`src/sv/jsu_pkg.sv`:
```
`default_nettype none

package jsu_pkg;

    localparam int COUNT_BITS = 32;

    localparam logic [1:0] ST_OK        = 2'd0;
    localparam logic [1:0] ST_BAD_ESC   = 2'd1;
    localparam logic [1:0] ST_BAD_UTF8  = 2'd2;
    localparam logic [1:0] ST_TRUNC_ESC = 2'd3;

    typedef enum logic [2:0] {
        PH_PLAIN    = 3'd0,
        PH_BSL      = 3'd1,
        PH_HEX1     = 3'd2,
        PH_HEX2     = 3'd3,
        PH_HEX3     = 3'd4,
        PH_HEX4     = 3'd5,
        PH_PAIR_BSL = 3'd6,
        PH_PAIR_U   = 3'd7
    } ph_t;

    typedef enum logic [3:0] {
        U8_ACCEPT = 4'd0,
        U8_C1     = 4'd1,
        U8_C2     = 4'd2,
        U8_C3     = 4'd3,
        U8_E0     = 4'd4,
        U8_ED     = 4'd5,
        U8_F0     = 4'd6,
        U8_F4     = 4'd7,
        U8_REJECT = 4'd8
    } u8_t;

    typedef struct packed {
        logic [7:0] in_byte;
        logic       byte_present;
        logic       end_of_string;
    } in_item_t;

    typedef struct packed {
        logic [7:0]  out_byte;
        logic        is_status;
        logic [1:0]  status;
        logic [31:0] byte_count;
        logic        run_last;
    } out_item_t;

    typedef struct packed {
        u8_t                   u8;
        ph_t                   phase;
        logic [15:0]           acc;
        logic [9:0]            hi;
        logic                  pend;
        logic [1:0]            err;
        logic [COUNT_BITS-1:0] wc;
    } dec_state_t;

    // results caused by one request: data bytes first, then optional status
    typedef struct packed {
        logic [3:0][7:0] bytes;
        logic [2:0]      nbytes;
        logic            has_status;
        logic [1:0]      status;
        logic [31:0]     count;
    } burst_t;

endpackage

`default_nettype wire

```
`src/sv/json_string_unescape_utf8.sv`:
```
// The first result of a request is presented in the cycle after acceptance.
// Throughput, with result_ready high: one request per cycle while each request
// yields at most one result; a request yielding k results (up to 5) holds the
// input while the single result register drains them, one result per cycle.
// Reset: rst_n asynchronous, active low; clears decoder state and drops any
// pending results. No memories, no clearing pass.
`default_nettype none

module json_string_unescape_utf8
    import jsu_pkg::*;
(
    input  wire        clk,
    input  wire        rst_n,
    input  wire        item_valid,
    output logic       item_ready,
    input  var in_item_t item,
    output logic       result_valid,
    input  wire        result_ready,
    output out_item_t  result
);

    dec_state_t st_reg;
    dec_state_t st_next;
    burst_t     dec_burst;
    burst_t     burst_reg;
    logic       bvalid_reg;
    logic       bvalid_next;
    logic [2:0] idx_reg;
    logic [2:0] idx_next;
    logic       is_data;
    logic       out_last;
    logic       accept;
    logic       load;

    jsu_decode u_decode (
        .item  (item),
        .cur   (st_reg),
        .nxt   (st_next),
        .burst (dec_burst)
    );

    always_comb
    begin
        is_data           = idx_reg < burst_reg.nbytes;
        out_last          = is_data ? (idx_reg == burst_reg.nbytes - 3'd1 &&
                                       !burst_reg.has_status) : 1'b1;
        result_valid      = bvalid_reg;
        result.out_byte   = is_data ? burst_reg.bytes[idx_reg[1:0]] : 8'd0;
        result.is_status  = !is_data;
        result.status     = is_data ? ST_OK : burst_reg.status;
        result.byte_count = is_data ? 32'd0 : burst_reg.count;
        result.run_last   = out_last;
        item_ready        = !bvalid_reg || (result_ready && out_last);
        accept            = item_valid && item_ready;
        load              = accept && (dec_burst.nbytes != 3'd0 || dec_burst.has_status);
    end

    always_comb
    begin
        bvalid_next = bvalid_reg;
        idx_next    = idx_reg;
        if (bvalid_reg && result_ready)
        begin
            if (out_last)
            begin
                bvalid_next = 1'b0;
                idx_next    = 3'd0;
            end
            else
                idx_next = idx_reg + 3'd1;
        end
        if (load)
        begin
            bvalid_next = 1'b1;
            idx_next    = 3'd0;
        end
    end

    always_ff @(posedge clk or negedge rst_n)
    begin
        if (!rst_n)
        begin
            st_reg.u8    <= U8_ACCEPT;
            st_reg.phase <= PH_PLAIN;
            st_reg.acc   <= '0;
            st_reg.hi    <= '0;
            st_reg.pend  <= 1'b0;
            st_reg.err   <= ST_OK;
            st_reg.wc    <= '0;
            bvalid_reg   <= 1'b0;
            idx_reg      <= 3'd0;
        end
        else
        begin
            if (accept)
                st_reg <= st_next;
            bvalid_reg <= bvalid_next;
            idx_reg    <= idx_next;
        end
    end

    always_ff @(posedge clk)
    begin
        if (load)
            burst_reg <= dec_burst;
    end

`ifndef SYNTHESIS
    a_idx_in_range: assert property (@(posedge clk) disable iff (!rst_n)
        bvalid_reg |-> (idx_reg < burst_reg.nbytes ||
                        (idx_reg == burst_reg.nbytes && burst_reg.has_status)))
        else $error("result index past end of burst");

    a_burst_nonempty: assert property (@(posedge clk) disable iff (!rst_n)
        bvalid_reg |-> (burst_reg.nbytes != 3'd0 || burst_reg.has_status))
        else $error("empty burst held as valid");

    a_pend_phase: assert property (@(posedge clk) disable iff (!rst_n)
        (st_reg.pend && st_reg.err == ST_OK) |->
            (st_reg.phase != PH_PLAIN && st_reg.phase != PH_BSL))
        else $error("pending surrogate outside escape");

    a_eos_clears: assert property (@(posedge clk) disable iff (!rst_n)
        (accept && item.end_of_string) |=>
            (st_reg.err == ST_OK && st_reg.phase == PH_PLAIN && st_reg.wc == '0))
        else $error("state not cleared at end of string");
`endif

endmodule

`default_nettype wire

```
`src/sv/jsu_decode.sv`:
```
`default_nettype none

module jsu_decode
    import jsu_pkg::*;
(
    input  var in_item_t   item,
    input  var dec_state_t cur,
    output dec_state_t     nxt,
    output burst_t         burst
);

    function automatic u8_t utf8_next(u8_t st, logic [7:0] b);
        u8_t r;
        r = U8_REJECT;
        case (st)
            U8_ACCEPT: begin
                if (b inside {[8'h00:8'h7F]}) r = U8_ACCEPT;
                else if (b inside {[8'hC2:8'hDF]}) r = U8_C1;
                else if (b == 8'hE0) r = U8_E0;
                else if (b == 8'hED) r = U8_ED;
                else if (b inside {[8'hE1:8'hEF]}) r = U8_C2;
                else if (b == 8'hF0) r = U8_F0;
                else if (b inside {[8'hF1:8'hF3]}) r = U8_C3;
                else if (b == 8'hF4) r = U8_F4;
            end
            U8_C1: if (b inside {[8'h80:8'hBF]}) r = U8_ACCEPT;
            U8_C2: if (b inside {[8'h80:8'hBF]}) r = U8_C1;
            U8_C3: if (b inside {[8'h80:8'hBF]}) r = U8_C2;
            U8_E0: if (b inside {[8'hA0:8'hBF]}) r = U8_C1;
            U8_ED: if (b inside {[8'h80:8'h9F]}) r = U8_C1;
            U8_F0: if (b inside {[8'h90:8'hBF]}) r = U8_C2;
            U8_F4: if (b inside {[8'h80:8'h8F]}) r = U8_C2;
            default: r = U8_REJECT;
        endcase
        return r;
    endfunction

    // {valid, value}
    function automatic logic [4:0] hex_value(logic [7:0] b);
        logic [4:0] r;
        r = 5'd0;
        if (b inside {[8'h30:8'h39]}) r = {1'b1, 4'(b - 8'h30)};
        else if (b inside {[8'h61:8'h66]}) r = {1'b1, 4'(b - 8'h57)};
        else if (b inside {[8'h41:8'h46]}) r = {1'b1, 4'(b - 8'h37)};
        return r;
    endfunction

    dec_state_t              s;
    logic [3:0][7:0]         bytes;
    logic [2:0]              nb;
    logic                    do_enc;
    logic [20:0]             cp;
    logic [4:0]              hx;
    logic [15:0]             v;
    u8_t                     u8n;
    logic [COUNT_BITS:0]     wc_sum;
    logic [COUNT_BITS-1:0]   wc_new;
    logic [63:0]             wc_wide;
    logic [1:0]              st;

    always_comb
    begin
        s      = cur;
        bytes  = '0;
        nb     = 3'd0;
        do_enc = 1'b0;
        cp     = '0;
        hx     = hex_value(item.in_byte);
        v      = {cur.acc[11:0], hx[3:0]};
        u8n    = utf8_next(cur.u8, item.in_byte);

        if (item.byte_present && cur.err == ST_OK)
        begin
            case (cur.phase)
                PH_PLAIN:
                begin
                    if (u8n == U8_REJECT)
                    begin
                        s.u8  = U8_ACCEPT;
                        s.err = ST_BAD_UTF8;
                    end
                    else
                    begin
                        s.u8 = u8n;
                        if (item.in_byte == 8'h5C)
                            s.phase = PH_BSL;
                        else
                        begin
                            bytes[0] = item.in_byte;
                            nb       = 3'd1;
                        end
                    end
                end
                PH_BSL:
                begin
                    s.phase = PH_PLAIN;
                    nb      = 3'd1;
                    case (item.in_byte)
                        8'h22, 8'h5C, 8'h2F: bytes[0] = item.in_byte;
                        8'h62: bytes[0] = 8'h08;
                        8'h66: bytes[0] = 8'h0C;
                        8'h6E: bytes[0] = 8'h0A;
                        8'h72: bytes[0] = 8'h0D;
                        8'h74: bytes[0] = 8'h09;
                        8'h75:
                        begin
                            nb      = 3'd0;
                            s.acc   = '0;
                            s.phase = PH_HEX1;
                        end
                        default:
                        begin
                            nb    = 3'd0;
                            s.err = ST_BAD_ESC;
                        end
                    endcase
                end
                PH_PAIR_BSL:
                begin
                    if (item.in_byte == 8'h5C) s.phase = PH_PAIR_U;
                    else s.err = ST_BAD_ESC;
                end
                PH_PAIR_U:
                begin
                    if (item.in_byte == 8'h75)
                    begin
                        s.acc   = '0;
                        s.phase = PH_HEX1;
                    end
                    else
                        s.err = ST_BAD_ESC;
                end
                default:
                begin
                    if (!hx[4])
                        s.err = ST_BAD_ESC;
                    else
                    begin
                        s.acc = v;
                        if (cur.phase != PH_HEX4)
                            s.phase = ph_t'(cur.phase + 3'd1);
                        else if (cur.pend)
                        begin
                            if (!(v inside {[16'hDC00:16'hDFFF]}))
                                s.err = ST_BAD_ESC;
                            else
                            begin
                                s.pend  = 1'b0;
                                cp      = 21'h10000 + 21'({cur.hi, v[9:0]});
                                do_enc  = 1'b1;
                                s.phase = PH_PLAIN;
                            end
                        end
                        else if (v inside {[16'hD800:16'hDBFF]})
                        begin
                            s.hi    = v[9:0];
                            s.pend  = 1'b1;
                            s.phase = PH_PAIR_BSL;
                        end
                        else if (v inside {[16'hDC00:16'hDFFF]})
                            s.err = ST_BAD_ESC;
                        else
                        begin
                            cp      = {5'd0, v};
                            do_enc  = 1'b1;
                            s.phase = PH_PLAIN;
                        end
                    end
                end
            endcase
        end

        if (do_enc)
        begin
            if (cp <= 21'h7F)
            begin
                bytes[0] = cp[7:0];
                nb       = 3'd1;
            end
            else if (cp <= 21'h7FF)
            begin
                bytes[0] = {3'b110, cp[10:6]};
                bytes[1] = {2'b10, cp[5:0]};
                nb       = 3'd2;
            end
            else if (cp <= 21'hFFFF)
            begin
                bytes[0] = {4'b1110, cp[15:12]};
                bytes[1] = {2'b10, cp[11:6]};
                bytes[2] = {2'b10, cp[5:0]};
                nb       = 3'd3;
            end
            else
            begin
                bytes[0] = {5'b11110, cp[20:18]};
                bytes[1] = {2'b10, cp[17:12]};
                bytes[2] = {2'b10, cp[11:6]};
                bytes[3] = {2'b10, cp[5:0]};
                nb       = 3'd4;
            end
        end

        // saturating count; at most four bytes per request
        wc_sum  = {1'b0, cur.wc} + (COUNT_BITS+1)'(nb);
        wc_new  = wc_sum[COUNT_BITS] ? '1 : wc_sum[COUNT_BITS-1:0];
        s.wc    = wc_new;
        wc_wide = 64'(wc_new);

        st = s.err;
        if (s.err == ST_OK)
        begin
            if (s.phase != PH_PLAIN) st = ST_TRUNC_ESC;
            else if (s.u8 != U8_ACCEPT) st = ST_BAD_UTF8;
        end

        burst.bytes      = bytes;
        burst.nbytes     = nb;
        burst.has_status = item.end_of_string;
        burst.status     = item.end_of_string ? st : ST_OK;
        burst.count      = (wc_wide[63:32] != 32'd0) ? 32'hFFFF_FFFF : wc_wide[31:0];

        nxt = s;
        if (item.end_of_string)
        begin
            nxt.u8    = U8_ACCEPT;
            nxt.phase = PH_PLAIN;
            nxt.acc   = '0;
            nxt.hi    = '0;
            nxt.pend  = 1'b0;
            nxt.err   = ST_OK;
            nxt.wc    = '0;
        end
    end

endmodule

`default_nettype wire

```
`config.mk`:
```
export PLATFORM = sky130hd
export DESIGN_NAME = json_string_unescape_utf8
export DESIGN_NICKNAME = d
export VERILOG_FILES = /design/src/sv/jsu_pkg.sv /design/src/sv/json_string_unescape_utf8.sv /design/src/sv/jsu_decode.sv
export SDC_FILE = /design/constraint.sdc
export NUM_CORES = 1
export LEC_CHECK = 0
export ABC_AREA = 1
export BUFFER_PORTS_ARGS = -buffer_cell sky130_fd_sc_hd__buf_2
export CAP_MARGIN = 40
export CORE_AREA = 2 2 130 132
export CTS_BUF_LIST = sky130_fd_sc_hd__clkbuf_8
export CTS_CLUSTER_SIZE = 14
export DETAILED_ROUTE_END_ITERATION = 8
export DIE_AREA = 0 0 132 134
export GPL_TIMING_DRIVEN = 0
export PLACE_DENSITY = 0.76
export SYNTH_ARGS = -nofsm -noshare
export SYNTH_HDL_FRONTEND = slang
export SYNTH_SLANG_ARGS = --single-unit
```
`constraint.sdc`:
```
create_clock -name clk -period 5.6 [get_ports clk]
set_input_delay 1.4 -clock clk [delete_from_list [all_inputs] [get_ports clk]]
set_output_delay 1.4 -clock clk [all_outputs]
set_load 0.005 [all_outputs]
```
==> run metrics <==
worst-margin pin slew 668 ps; Die Y 134 um; crit-path max FO 10; clk slew on worst S/H paths 80 ps; share of layout cells above drive strength 1 0.140; top-area cell type share of the netlist area 0.227; Final GP Congestion 0.952; clk buf depth 2; initial drt markers 904; overall routing resource usage 0.271; PwrDens 354 nW/um^2; largest net degree at the start of global routing 47; RSZ-0062 raised after global routing no; crit path DAT 5470 ps; Vias 8346; Overflow after GRT 0; H-tree levels 4; final setup TNS 0 ps; number of global-route vias before repair 7644; post-route antenna net violation count 0; final setup fails 0; Leak 4.63 nW; period utilization 0.940; Ys Warns 0; Primary FF master, synth dfrtp_1; Synth area leaders edfxtp_1 23%, dfrtp_1 19%, nand2_1 12%; initial antenna violation count 0; Core Rows 47; Post-Synthesis Cell Area 8850 sq um; Clock Root Buffer clkbuf_8; Slowest Stage Delay on Critical Path 390 ps; drt pass-1 iters 5; f_max 190 MHz; Post-synth EDFFs 67; hold buffer count at cts 0; Hold WC Path Type reg2reg; M1 wire length 11000 um; Slowest-stage cell, CP fa_1; area grow syn2layout 12.4%; WP data required 5800 ps; CTS tree yes; WL/cell 15.1 um; Die X 132 um; hold depth 2; core box area 16300 sq um; Layout Nets 1340; Placed Cells incl. Taps 1505; cell accounting for the most synthesized area edfxtp_1; Tot Pwr 3.52 mW; Diodes inserted 0; Final Non-Filler Cells 1540; CP Class in2reg; clk_lat worst skew 460 ps; CTS Sinks 135; max FFs per register 67; CTS buffer count 17; die area 17700 sq um; normalized max-slew margin 0.554; DR WL met2 10500 um; I/O pins 60; Finished Cell Area 9950 sq um; total of max-cap violations 0; Placed Area 9470 sq um; initial core utilization 0.543; status finished, final reports clean; Register-to-Register Path Depth 25; first-pass GRT wire length 38300 um; final hold vios 0; Post-Syn Nets 1257; met3 wire len 1290 um; post-synthesis cell type count 47; Syn Area/Cell 7.23 sq um; minimum clock period 5260 ps; post-DP HPWL 17600 um; Yosys reg bits 135; critical path capture point type flop; FFs w/ async S/R, synth 0.504; worst vdd ir 0.195 mV; residual DRC count 0; PortBufs 57; Worst Clk Skew 7.14 ps; sequential area share after synthesis 0.420; Detailed Route WL 23200 um; Max Slew Vio Count 0; Startpoint Class input pin; vias per cell 5.42; Syn Inst Count 1224; Highest Signal Layer met4
through the flow:
stage / setup slack, ps / hold slack [ps] / utilization
2_1_floorplan: 575 / 443 / -
3_3_place_gp: -531 / 465 / 0.578
3_5_place_dp: -594 / 470 / 0.581
4_1_cts: 11.1 / 490 / 0.605
5_1_grt: 46.5 / 521 / 0.611
6_report: 336 / 492 / 0.611
power by group:
part           switching [mW]  internal, mW  total [mW]
registers              0.0911          1.25        1.34
logic                   0.941         0.463        1.40
clock network           0.384         0.388       0.771
total                    1.42          2.10        3.52
logic make-up after synthesis:
logic type | synth area share
AND/OR/NAND/NOR | 0.338
XOR/XNOR | 0.0139
AO/OA/AOI/OAI | 0.103
adder cells (fa/ha/maj) | 0.0277
flip-flops | 0.420
buffers and inverters | 0.0971
worst max-delay path, delay by kind of cell:
family,cells,cell delay (ps)
compound gates,2,240
simple gates,16,2300
fa+ha+maj,3,830
buf+inv,6,680
synth_stat cells (all sizes together), types with 2 or more instances:
| cell | number |
|---|---|
| edfxtp | 67 |
| nor3 | 30 |
| nor4 | 9 |
| a21oi | 37 |
| or2 | 7 |
| nand2 | 302 |
| a31oi | 4 |
| xnor2 | 2 |
| clkinv | 2 |
| o21ai | 94 |
| nand3 | 120 |
| xor2 | 12 |
| o211ai | 6 |
| o31ai | 2 |
| o311ai | 2 |
| buf | 18 |
| a22o | 3 |
| nor2 | 180 |
| a211oi | 2 |
| nand4 | 27 |
| ha | 18 |
| dfrtp | 68 |
| inv | 176 |
| clkbuf | 20 |
| o22ai | 9 |
cell type report:
class	count	area (sq um)
inverter	178	676
timing repair buffer	64	368
fill	1547	6340
buffer	38	191
tap	220	275
clock inverter	15	138
clock buffer	17	234
sequential	135	3710
multi-input combinational	873	4350
cell usage in the layout (no fill, tap or decap), types with 3 or more instances in the layout:
| master | Yosys | routed |
|---|---|---|
| dfrtp_1 | 68 | 68 |
| clkinv_2 | 0 | 5 |
| inv_1 | 160 | 158 |
| o21ai_0 | 84 | 84 |
| clkbuf_8 | 0 | 17 |
| nand3_2 | 5 | 4 |
| a21oi_1 | 37 | 36 |
| nor2_4 | 8 | 11 |
| or2_2 | 7 | 7 |
| nand2_1 | 290 | 289 |
| a22o_1 | 3 | 3 |
| o22ai_1 | 9 | 9 |
| buf_4 | 5 | 9 |
| edfxtp_1 | 67 | 67 |
| clkinv_1 | 2 | 3 |
| nor3_1 | 30 | 29 |
| nand4_1 | 27 | 27 |
| nor2_2 | 8 | 8 |
| clkbuf_1 | 20 | 18 |
| xor2_1 | 12 | 12 |
| o211ai_1 | 6 | 6 |
| nand3_1 | 115 | 114 |
| nand2_2 | 9 | 10 |
| nor4_1 | 9 | 8 |
| nand2_4 | 3 | 3 |
| o21ai_1 | 9 | 9 |
| inv_4 | 1 | 3 |
| ha_1 | 18 | 16 |
| inv_2 | 15 | 17 |
| nor2_1 | 164 | 161 |
| buf_2 | 10 | 68 |
path summary, 6_finish.rpt:
check                               endpoint       start  slack (ps)
min in group asynchronous         st_reg[35]       rst_n         850
worst max register to register  burst_reg[0]  st_reg[62]         830
max in group asynchronous         st_reg[13]       rst_n        4200
worst min-delay path              st_reg[37]  st_reg[37]         490
worst min register to register    st_reg[37]  st_reg[37]         490
worst max-delay path            burst_reg[0]     item[3]         340
what timing repair did:
action | 4_1_cts | 5_1_grt
resized for setup | 5 | 20
endpoints found under the hold margin | 0 | 0
buffers inserted | 0 | 3
pin swaps | 0 | 4
setup endpoints to repair | 37 | 62
per-layer routing:
layer / vias to the layer above / GRT usage
met2: 263 / 0.423
li1: 4179 / -
met3: 41 / 0.0495
met5: - / 0
met1: 3863 / 0.383
met4: 0 / 0.0888
Power figures use the tool's default switching activity.
